$ cat src/design/smalu_pkg.sv
// ----------------------------------------------------------------------------
// smalu_pkg
// Shared types and codes for the sign-magnitude ALU: transaction structs,
// operation, status and order codes, sequencer state and control struct.
// ----------------------------------------------------------------------------
package smalu_pkg;

	localparam int WIDTH = 32;
	localparam int CNT_W = $clog2(WIDTH);
	localparam int NB_W  = $clog2(WIDTH + 1);

	localparam logic [2:0] OP_ADD = 3'd0;
	localparam logic [2:0] OP_SUB = 3'd1;
	localparam logic [2:0] OP_MUL = 3'd2;
	localparam logic [2:0] OP_DIV = 3'd3;
	localparam logic [2:0] OP_CMP = 3'd4;

	localparam logic [1:0] ST_OK  = 2'd0;
	localparam logic [1:0] ST_OVF = 2'd1;
	localparam logic [1:0] ST_DBZ = 2'd2;

	localparam logic [1:0] ORD_EQ = 2'd0;
	localparam logic [1:0] ORD_LT = 2'd1;
	localparam logic [1:0] ORD_GT = 2'd2;

	typedef struct packed {
		logic [2:0]       req_type;
		logic             a_neg;
		logic [WIDTH-1:0] a_mag;
		logic             b_neg;
		logic [WIDTH-1:0] b_mag;
	} req_t;

	typedef struct packed {
		logic             res_neg;
		logic [WIDTH-1:0] res_mag;
		logic [1:0]       status;
		logic [1:0]       order;
	} rsp_t;

	typedef enum logic [1:0] {
		S_IDLE,
		S_RUN,
		S_DONE
	} state_t;

	typedef struct packed {
		logic busy;
		logic load;
		logic step;
		logic strobe;
	} ctrl_t;

endpackage

$ cat src/design/smalu_addsub.sv
// ----------------------------------------------------------------------------
// smalu_addsub
// Shared adder/subtractor. The top bit of r is the borrow of a subtraction,
// bit WIDTH is the carry of an addition.
// ----------------------------------------------------------------------------
module smalu_addsub
	import smalu_pkg::*;
(
	input  logic [WIDTH:0]   x,
	input  logic [WIDTH-1:0] y,
	input  logic             sub,
	output logic [WIDTH+1:0] r
);

	always_comb begin
		if (sub) begin
			r = {1'b0, x} - {2'b00, y};
		end else begin
			r = {1'b0, x} + {2'b00, y};
		end
	end

endmodule

$ cat src/design/smalu_seq.sv
// ----------------------------------------------------------------------------
// smalu_seq
// Sequencer: loads a transaction, steps the shared unit until the datapath
// reports the last step, then presents the result for one cycle.
// ----------------------------------------------------------------------------
module smalu_seq
	import smalu_pkg::*;
(
	input  logic             clk,
	input  logic             arst_n,
	input  logic             start,
	input  logic             iter_done,
	output ctrl_t            ctrl,
	output logic [CNT_W-1:0] cnt
);

	state_t           state_q;
	state_t           state_nx;
	logic [CNT_W-1:0] cnt_q;

	always_ff @(posedge clk or negedge arst_n) begin
		if (!arst_n) begin
			state_q <= S_IDLE;
			cnt_q   <= '0;
		end else begin
			state_q <= state_nx;
			if (ctrl.load) begin
				cnt_q <= '0;
			end else if (ctrl.step) begin
				cnt_q <= cnt_q + CNT_W'(1);
			end
		end
	end

	always_comb begin
		state_nx = state_q;
		unique case (state_q)
			S_IDLE: begin
				if (start) begin
					state_nx = S_RUN;
				end
			end
			S_RUN: begin
				if (iter_done) begin
					state_nx = S_DONE;
				end
			end
			S_DONE: begin
				state_nx = S_IDLE;
			end
			default: begin
				state_nx = S_IDLE;
			end
		endcase
	end

	always_comb begin
		ctrl = '0;
		unique case (state_q)
			S_IDLE: begin
				ctrl.load = start;
			end
			S_RUN: begin
				ctrl.busy = 1'b1;
				ctrl.step = 1'b1;
			end
			S_DONE: begin
				ctrl.busy   = 1'b1;
				ctrl.strobe = 1'b1;
			end
			default: begin
				ctrl = '0;
			end
		endcase
	end

	assign cnt = cnt_q;

endmodule

$ cat src/design/sign_magnitude_alu_unit.sv
// ----------------------------------------------------------------------------
// sign_magnitude_alu_unit
// Sign-magnitude add, subtract, multiply, divide and compare on one shared
// adder/subtractor stepped by a small sequencer.
// ----------------------------------------------------------------------------
//  channel   ports               handshake
//  request   start, busy, req    taken when start is high and busy is low
//  result    done, rsp           done high for one cycle, no back-pressure
//
//  Add, subtract, compare, divide by zero and unknown codes use one step;
//  add or subtract with unlike effective signs takes a second subtraction
//  when b is the larger magnitude.
//  Multiply and nonzero divide step once per magnitude bit.
//  busy stays high from acceptance through the done cycle.
//  Reset returns the sequencer to idle; no transaction is in flight after it.
// ----------------------------------------------------------------------------
module sign_magnitude_alu_unit
	import smalu_pkg::*;
(
	input  logic clk,
	input  logic arst_n,
	input  logic start,
	output logic busy,
	input  req_t req,
	output logic done,
	output rsp_t rsp
);

	ctrl_t            ctrl;
	logic [CNT_W-1:0] cnt;
	logic             iter_done;

	logic [2:0]       op_q;
	logic             an_q;
	logic             bn_q;
	logic [WIDTH-1:0] hi_q;
	logic [WIDTH-1:0] lo_q;
	logic [WIDTH-1:0] b_q;
	logic [WIDTH-1:0] ca_q;
	logic [WIDTH-1:0] cb_q;
	logic [NB_W-1:0]  na_q;
	logic [NB_W-1:0]  nb_q;
	rsp_t             rsp_q;

	logic [WIDTH:0]   x;
	logic [WIDTH-1:0] y;
	logic             sub;
	logic [WIDTH+1:0] r;
	logic             borrow;
	logic [WIDTH:0]   msum;
	logic [NB_W-1:0]  na_nx;
	logic [NB_W-1:0]  nb_nx;
	logic             sa;
	logic             sb;
	rsp_t             rsp_nx;

	smalu_seq u_seq (
		.clk       (clk),
		.arst_n    (arst_n),
		.start     (start),
		.iter_done (iter_done),
		.ctrl      (ctrl),
		.cnt       (cnt)
	);

	smalu_addsub u_addsub (
		.x   (x),
		.y   (y),
		.sub (sub),
		.r   (r)
	);

	always_comb begin
		x   = {1'b0, lo_q};
		y   = b_q;
		sub = 1'b0;
		case (op_q) inside
			OP_ADD, OP_SUB: begin
				if (an_q != bn_q) begin
					sub = 1'b1;
					if (cnt != '0) begin
						x = {1'b0, b_q};
						y = lo_q;
					end
				end
			end
			OP_MUL: begin
				x = {1'b0, hi_q};
			end
			OP_DIV: begin
				x   = {hi_q, lo_q[WIDTH-1]};
				sub = 1'b1;
			end
			OP_CMP: begin
				sub = 1'b1;
			end
			default: begin
				sub = 1'b0;
			end
		endcase
	end

	assign borrow = r[WIDTH+1];
	assign msum   = lo_q[0] ? r[WIDTH:0] : {1'b0, hi_q};
	assign na_nx  = na_q + NB_W'(ca_q != '0);
	assign nb_nx  = nb_q + NB_W'(cb_q != '0);
	assign sa     = an_q && (lo_q != '0);
	assign sb     = bn_q && (b_q != '0);

	always_comb begin
		case (op_q) inside
			OP_ADD, OP_SUB: iter_done = (an_q == bn_q) || (cnt != '0) || !borrow;
			OP_MUL:         iter_done = (cnt == CNT_W'(WIDTH - 1));
			OP_DIV:         iter_done = (b_q == '0) || (cnt == CNT_W'(WIDTH - 1));
			default:        iter_done = 1'b1;
		endcase
	end

	always_comb begin
		rsp_nx = '0;
		case (op_q) inside
			OP_ADD, OP_SUB: begin
				if (an_q == bn_q) begin
					rsp_nx.res_neg = an_q;
					if (r[WIDTH]) begin
						rsp_nx.res_mag = lo_q;
						rsp_nx.status  = ST_OVF;
					end else begin
						rsp_nx.res_mag = r[WIDTH-1:0];
					end
				end else begin
					rsp_nx.res_neg = (cnt == '0) ? an_q : bn_q;
					rsp_nx.res_mag = r[WIDTH-1:0];
				end
			end
			OP_MUL: begin
				if (({1'b0, na_nx} + {1'b0, nb_nx}) > (NB_W + 1)'(WIDTH)) begin
					rsp_nx.status = ST_OVF;
				end else begin
					rsp_nx.res_neg = an_q ^ bn_q;
					rsp_nx.res_mag = {msum[0], lo_q[WIDTH-1:1]};
				end
			end
			OP_DIV: begin
				if (b_q == '0) begin
					rsp_nx.status = ST_DBZ;
				end else begin
					rsp_nx.res_neg = an_q ^ bn_q;
					rsp_nx.res_mag = {lo_q[WIDTH-2:0], ~borrow};
				end
			end
			OP_CMP: begin
				if (sa != sb) begin
					rsp_nx.order = sa ? ORD_LT : ORD_GT;
				end else if (!borrow && (r[WIDTH-1:0] == '0)) begin
					rsp_nx.order = ORD_EQ;
				end else if (borrow != sa) begin
					rsp_nx.order = ORD_LT;
				end else begin
					rsp_nx.order = ORD_GT;
				end
			end
			default: begin
				rsp_nx = '0;
			end
		endcase
		if (rsp_nx.res_mag == '0) begin
			rsp_nx.res_neg = 1'b0;
		end
	end

	always_ff @(posedge clk) begin
		if (ctrl.load) begin
			op_q <= req.req_type;
			an_q <= req.a_neg;
			bn_q <= req.b_neg ^ (req.req_type == OP_SUB);
			hi_q <= '0;
			lo_q <= req.a_mag;
			b_q  <= req.b_mag;
			ca_q <= req.a_mag;
			cb_q <= req.b_mag;
			na_q <= '0;
			nb_q <= '0;
		end else if (ctrl.step) begin
			case (op_q) inside
				OP_MUL: begin
					hi_q <= msum[WIDTH:1];
					lo_q <= {msum[0], lo_q[WIDTH-1:1]};
					ca_q <= ca_q >> 1;
					cb_q <= cb_q >> 1;
					na_q <= na_nx;
					nb_q <= nb_nx;
				end
				OP_DIV: begin
					hi_q <= borrow ? x[WIDTH-1:0] : r[WIDTH-1:0];
					lo_q <= {lo_q[WIDTH-2:0], ~borrow};
				end
				default: begin
					hi_q <= hi_q;
				end
			endcase
		end
		if (ctrl.step && iter_done) begin
			rsp_q <= rsp_nx;
		end
	end

	assign busy = ctrl.busy;
	assign done = ctrl.strobe;
	assign rsp  = rsp_q;

	a_done_busy: assert property (@(posedge clk) disable iff (!arst_n)
		done |-> busy)
		else $error("result strobe outside a transaction");

	a_accept_busy: assert property (@(posedge clk) disable iff (!arst_n)
		(start && !busy) |=> busy)
		else $error("accepted transaction did not raise busy");

	a_done_single: assert property (@(posedge clk) disable iff (!arst_n)
		done |=> !done)
		else $error("result strobe held longer than one cycle");

	a_zero_pos: assert property (@(posedge clk) disable iff (!arst_n)
		(done && (rsp.res_mag == '0)) |-> !rsp.res_neg)
		else $error("zero result carries a negative sign");

endmodule

$ cat config.mk
export PLATFORM = sky130hd
export DESIGN_NAME = sign_magnitude_alu_unit
export DESIGN_NICKNAME = d
export VERILOG_FILES = /design/src/design/smalu_pkg.sv /design/src/design/smalu_addsub.sv /design/src/design/smalu_seq.sv /design/src/design/sign_magnitude_alu_unit.sv
export SDC_FILE = /design/constraint.sdc
export NUM_CORES = 1
export LEC_CHECK = 0
export BUFFER_PORTS_ARGS = -buffer_cell sky130_fd_sc_hd__buf_2
export CAP_MARGIN = 10
export CELL_PAD_IN_SITES_DETAIL_PLACEMENT = 0
export CELL_PAD_IN_SITES_GLOBAL_PLACEMENT = 2
export CORE_ASPECT_RATIO = 0.9
export CORE_MARGIN = 3
export CORE_UTILIZATION = 43
export CTS_CLUSTER_SIZE = 8
export DETAILED_ROUTE_END_ITERATION = 16
export HOLD_SLACK_MARGIN = 0.12
export PLACE_DENSITY_LB_ADDON = 0.1
export SYNTH_ARGS = -nofsm -noshare
export SYNTH_HDL_FRONTEND = slang
export SYNTH_HIERARCHICAL = 1
export SYNTH_SLANG_ARGS = --single-unit
$ cat constraint.sdc
create_clock -name clk -period 13 [get_ports clk]
set_input_delay 0.65 -clock clk [delete_from_list [all_inputs] [get_ports clk]]
set_output_delay 0.65 -clock clk [all_outputs]
set_load 0.03 [all_outputs]
# Word level (Yosys, flattened, before mapping)
# Index checks and enable logic that the tools add are counted.
# W data, S select, Z words.
[word_totals]
regBits = 221
word_cells = 128
[classes]
n_lt_le_gt_ge = 1
bitwise_logic = 4
addsub = 6
eq_ne = 14
n_mux = 56
n_reduce_logical = 31
[op_table]
columns = ["op", "n"]
rows = [
  ["$mux W32", 18],
  ["$mux W33", 8],
  ["$reduce_bool A32 Y1", 4],
  ["$mux W35", 3],
  ["$logic_not A32 Y1", 3],
  ["$add A33 B32 Y34", 1],
  ["$mux W34", 1],
  ["$sub A33 B32 Y34", 1],
  ["$mux W1", 16],
  ["$mux W2", 7],
  ["$add A6 B1 Y6", 2],
  ["$mux W5", 2],
  ["$reduce_and A2 Y1", 5],
  ["$add A6 B6 Y7", 1],
  ["$gt A7 B6 Y1 const B", 1],
  ["$eq A3 B1 Y1 const B", 2],
  ["$eq A3 B2 Y1 const B", 2],
  ["$reduce_bool A2 Y1", 3],
  ["$add A5 B1 Y5 const B", 1],
  ["$eq A5 B5 Y1 const B", 1],
  ["$logic_not A5 Y1", 1],
  ["$reduce_bool A5 Y1", 1],
  ["$reduce_or A5 Y1", 1],
  ["$logic_and A1 B1 Y1", 4],
  ["other kinds (15)", 23],
]

# Logic depth before layout (Yosys ltp)
[logic_depth]
depth_word = 12
mapped_depth = 32
depth_no_buf = 28

# Hierarchy
# The synthesis kept the hierarchy.
[modules_own_cells]
columns = ["module", "area_each_um2", "cells_per_inst", "instances"]
rows = [
  ["sign_magnitude_alu_unit", 12179.2, 1130, 1],
  ["smalu_addsub", 2407.3, 342, 1],
  ["smalu_seq", 411.6, 37, 1],
]

# Worst setup path after synthesis
# OpenSTA, ideal clock, no wires.
[synth_path]
kind = "register to register"
startpoint = "register u_seq.cnt_q[2], in the netlist u_seq/cnt[2]"
endpoint = "register rsp_q (netlist bit rsp[0]) (enable)"
required_time_ps = 12602
path_slack_ps = 5801
path_buffers = 3
arrival_time_ps = 6801
synth_period_minus_slack_ps = 7199
stages_incl_launch_ff = 26
cell_sequence = "dfrtp_1 or4_1 nor2_1 inv_1 nand3_1 buf_1 mux2_2 or3_1 nor3b_1 nand2_1 nor2_1 a21oi_1 xnor2_1 ha_1 clkbuf_1 a2111oi_0 o21ai_0 a221oi_1 o41ai_4 a221oi_2 xor2_1 clkbuf_1 inv_1 nor3_1 a32oi_1 and2_1"
[synth_between]
elab_chain_len = 10
[synth_rtl]
columns = ["item", "line", "text"]
rows = [
  ["start: declaration", "smalu_seq.sv:19", "logic [CNT_W-1:0] cnt_q;"],
  ["start signal: assignment", "smalu_seq.sv:30", "cnt_q <= cnt_q + CNT_W'(1);"],
  ["$reduce_bool A5 Y1 *", "sign_magnitude_alu_unit.sv:81", "if (cnt != '0) begin"],
  ["$mux W32 *", "sign_magnitude_alu_unit.sv:81", ""],
  ["$mux W32 *", "sign_magnitude_alu_unit.sv:79", "if (an_q != bn_q) begin"],
  ["$mux W32 *", "sign_magnitude_alu_unit.sv:77", "case (op_q) inside"],
  ["named net y[3]", "sign_magnitude_alu_unit.sv:46", "logic [WIDTH-1:0] y;"],
  ["$add A33 B32 Y34 / $sub A33 B32 Y34 (equally long branches)", "smalu_addsub.sv:19, smalu_addsub.sv:17", ""],
  ["$mux W34 *", "smalu_addsub.sv:16", "if (sub) begin"],
  ["named net r[33]", "sign_magnitude_alu_unit.sv:48", "logic [WIDTH+1:0] r;"],
  ["$logic_not A1 Y1 *", "sign_magnitude_alu_unit.sv:112", "OP_ADD, OP_SUB: iter_done = (an_q == bn_q) || (cnt != '0) || !borrow;"],
  ["$logic_or A1 B1 Y1 *", "sign_magnitude_alu_unit.sv:112", ""],
  ["$mux W1 *", "sign_magnitude_alu_unit.sv:111", "case (op_q) inside"],
  ["named net iter_done", "sign_magnitude_alu_unit.sv:31", "logic iter_done;"],
  ["$logic_and A1 B1 Y1 *", "sign_magnitude_alu_unit.sv:203", "if (ctrl.step && iter_done) begin"],
  ["end signal: assignment", "sign_magnitude_alu_unit.sv:204", "rsp_q <= rsp_nx;"],
  ["end: declaration", "sign_magnitude_alu_unit.sv:43", "rsp_t rsp_q;"],
]
# The timed path passes the listed nets; every way through them passes the cells marked *.
# A chain may end at the register's enable or synchronous reset.

# Final worst setup path
[layout_path]
startpoint = "register u_seq.cnt_q[1], in the netlist u_seq/cnt[1]"
endpoint = "register rsp_q (netlist bit rsp[36]) (data pin)"
[layout_lines]
columns = ["item", "line", "text"]
rows = [
  ["$reduce_bool A5 Y1 *", "sign_magnitude_alu_unit.sv:81", ""],
  ["$mux W32 *", "sign_magnitude_alu_unit.sv:81", ""],
  ["$mux W32 *", "sign_magnitude_alu_unit.sv:79", ""],
  ["$mux W32 *", "sign_magnitude_alu_unit.sv:77", ""],
  ["named net y[3]", "sign_magnitude_alu_unit.sv:46", ""],
  ["$add A33 B32 Y34 / $sub A33 B32 Y34 (equally long branches)", "smalu_addsub.sv:19, smalu_addsub.sv:17", ""],
  ["$mux W34 *", "smalu_addsub.sv:16", ""],
  ["named net r[32]", "sign_magnitude_alu_unit.sv:48", ""],
  ["$mux W32 *", "sign_magnitude_alu_unit.sv:125", "if (r[WIDTH]) begin"],
  ["$mux W33 *", "sign_magnitude_alu_unit.sv:123", "if (an_q == bn_q) begin"],
  ["$mux W35 *", "sign_magnitude_alu_unit.sv:121", "case (op_q) inside"],
  ["$logic_not A32 Y1 *", "sign_magnitude_alu_unit.sv:167", "if (rsp_nx.res_mag == '0) begin"],
]
# Marked as above.

==> impl_metrics.tcl <==
set metrics [dict create \
    grt_max_degree 98 \
    slowest_delay_ns 0.57 \
    clock_path_buffers 3 \
    crit_type "flop to flop" \
    fp.dieW_um 203 \
    min_path_cells 1 \
    reg2reg_depth 29 \
    viasPerCell 6.04 \
    holdCritPathClass "primary input to flop" \
    ys_warn_count 6 \
    relSlewSlack 0.221 \
    status "complete, no violations" \
    cp-end-kind "flop" \
    setup-violations-final 0 \
    ios 111 \
    grt_pass1_wl_mm 77.3 \
    async_flop_share 0.0317 \
    hold_buffers 1 \
    required_ns 13.31 \
    cpMostUsedCell "nand2_1" \
    numCtsBuffers 31 \
    final_antenna_net_count 0 \
    rsz0062_at_grt "false" \
    tightest_slew_ns 1.17 \
    fin_hold_ws_ns 0.241 \
    drtIter0Drc 937 \
    synth_edf_count 170 \
    syn_area_um2 15000 \
    regArea_um2 6160 \
    dpl.hpwl_mm 37.0 \
    worstPathArrival_ns 8.40 \
    ys_seq_area_frac 0.411 \
    gp_congestion 0.973 \
    worstSkewPairLatency_ns 0.60 \
    ys_types 91 \
    track_usage 0.269 \
    area_growth_pct 12.6 \
    initial_core_util 0.439 \
    die_h_um 183 \
    cts_resized 0 \
    die_area_um2 37200 \
    startpoint_type "flop" \
    clock_sinks 221 \
    clkSlewWorstSetupHoldPaths_ns 0.06 \
    setup_tns_ns 0 \
    multi_input_area_um2 8240 \
    crit_fanout 32 \
    syn_avg_cell_area_um2 9.94 \
    antenna_found_initial 1 \
    cts_tree "built" \
    slew_viol_final 0 \
    final.setup_skew_ns 0.0454 \
    fillers 3262 \
    overflow 0 \
    drc_errors 0 \
    postCtsSetupRepairBufs 0 \
    routedWlPerCell_um 24.6 \
    rows 64 \
    ys.flop_type "edfxtp_1" \
    synth_seq_cells 221 \
    fmax_mhz 124 \
    cts_root_buffer "clkbuf_16" \
    synth_nets 1630 \
    min_period_ns 8.08 \
    htree_levels 1 \
    numPortBuffers 110 \
    fin_crit_sh 0.622 \
    finalWirelength_mm 50.7 \
    coreArea_um2 34200 \
    fin_nets 1695 \
    grt_pass1_vias 12500 \
    layout-drive-gt1-share 0.191 \
    vias 12500 \
    netlist_instances 1509 \
    slowest_stage "or4_1" \
    hold_viol 0 \
    max_cap_viol_count 0 \
    first_pass_iters 5 \
]
area by class of cell:
cell class / instances / area share
Antenna cell: 1 / 0.000148
Clock buffer: 56 / 0.0515
Clock inverter: 2 / 0.00148
Inverter: 63 / 0.0140
Multi-Input combinational cell: 1117 / 0.488
Sequential cell: 221 / 0.365
Tap cell: 462 / 0.0342
Timing Repair Buffer: 140 / 0.0459
metrics by stage:
| stage | std cells | instance area [um^2] | worst slack [ns] | utilization |
|---|---|---|---|---|
| final | 2062 | 16900 | 4.92 | 0.494 |
| after global placement | 2001 | 16000 | 5.27 | 0.467 |
| after global routing | 2061 | 16900 | 4.52 | 0.494 |
| after detailed placement | 2001 | 16000 | 5.11 | 0.467 |
| after floorplan | 1509 | 15000 | 5.80 | - |
| after CTS | 2060 | 16900 | 5.08 | 0.494 |
cell usage in the layout (no fill, tap or decap), drive strengths merged, types with 23 or more instances in the layout:
cell and n:
buf 138, nand2 185, clkbuf 57, inv 64, a221o 29, dfxtp 44, nor4 38, o22ai 34
xnor2 59, a32o 31, a2bb2oi 32, nor2 75, o21ai 85, edfxtp 170, xor2 23, a21oi 82
mux2i 101, mux2 95, ha 47
logic make-up (layout without fill, tap and decap cells):
| logic type | count (synthesis) | count (layout) | share of synthesized area |
|---|---|---|---|
| compound gates | 397 | 397 | 0.192 |
| xor+xnor | 83 | 83 | 0.0504 |
| fa+ha+maj | 51 | 51 | 0.0432 |
| buf+inv | 171 | 261 | 0.0446 |
| flops | 221 | 221 | 0.411 |
| mux | 196 | 196 | 0.139 |
| other cells | 0 | 1 | 0 |
| simple gates | 390 | 390 | 0.120 |
per-layer routing:
| layer | share of wire | vias to the layer above | global-route usage |
|---|---|---|---|
| met5 | 0.00014 | - | 0 |
| met4 | 0.026 | 2 | 0.0751 |
| met3 | 0.078 | 81 | 0.0593 |
| met2 | 0.43 | 446 | 0.401 |
| met1 | 0.47 | 6067 | 0.394 |
| li1 | - | 5859 | - |
flip-flops by register name, indices dropped and copies added, names as in the netlist:
register	flops
an_q	1
rsp	37
bn_q	1
hi_q	32
na_q	6
u_seq/cnt	5
op_q	3
ca_q	32
lo_q	32
cb_q	32
b_q	32
nb_q	6
u_seq/state_q	2
path summary, 6_finish.rpt:
kind / from / end / slack, ns
setup / recovery: u_seq/cnt[1] / rsp[36] / 4.92
hold / removal: req[67] / op_q[1] / 0.24
setup reg to reg: u_seq/cnt[1] / rsp[36] / 4.92
hold reg to reg: nb_q[0] / nb_q[0] / 0.49
max in group asynchronous: arst_n / u_seq/cnt[3] / 12.39
min in group asynchronous: arst_n / u_seq/cnt[0] / 0.42
critical path, delay by kind of cell, from the launching register on:
kind	cells	cell delay, ns
fa+ha+maj	1	0.41
compound gates	7	1.08
simple gates	15	4.19
buf+inv	3	0.85
xor+xnor	2	0.39
mux	1	0.42
flops	1	0.41
cells in the mapped netlist (4+ instances only):
cell type,instances,share of area
nand3_1,13,0.0043
dfrtp_1,7,0.012
a211oi_1,5,0.0025
xnor2_1,58,0.034
nand2_1,185,0.046
nor4_1,38,0.016
buf_2,12,0.0040
ha_1,47,0.039
a32o_1,31,0.021
a22o_1,12,0.0070
a31oi_1,7,0.0029
mux2i_1,101,0.067
inv_1,61,0.015
clkbuf_1,82,0.021
a21boi_0,4,0.0020
nor2_1,74,0.019
a2bb2oi_1,32,0.019
nand2b_1,6,0.0025
o211ai_1,4,0.0020
or4_1,9,0.0045
nor2b_1,4,0.0017
a221o_1,29,0.019
edfxtp_1,170,0.34
a21oi_1,80,0.027
nor3_1,14,0.0047
xor2_1,22,0.013
buf_1,11,0.0028
or3_1,4,0.0017
o21ai_0,82,0.027
a21o_1,16,0.0080
o21a_1,4,0.0020
dfxtp_1,44,0.059
o22ai_1,34,0.014
mux2_2,94,0.071
o31a_1,7,0.0041
and2_1,5,0.0021
and3_1,8,0.0033
nand4_1,16,0.0067
a221oi_1,4,0.0023
Power is left out: the tool's default activity adds up to more than one toggle a clock period on the data nets, which glitch-free logic cannot reach.
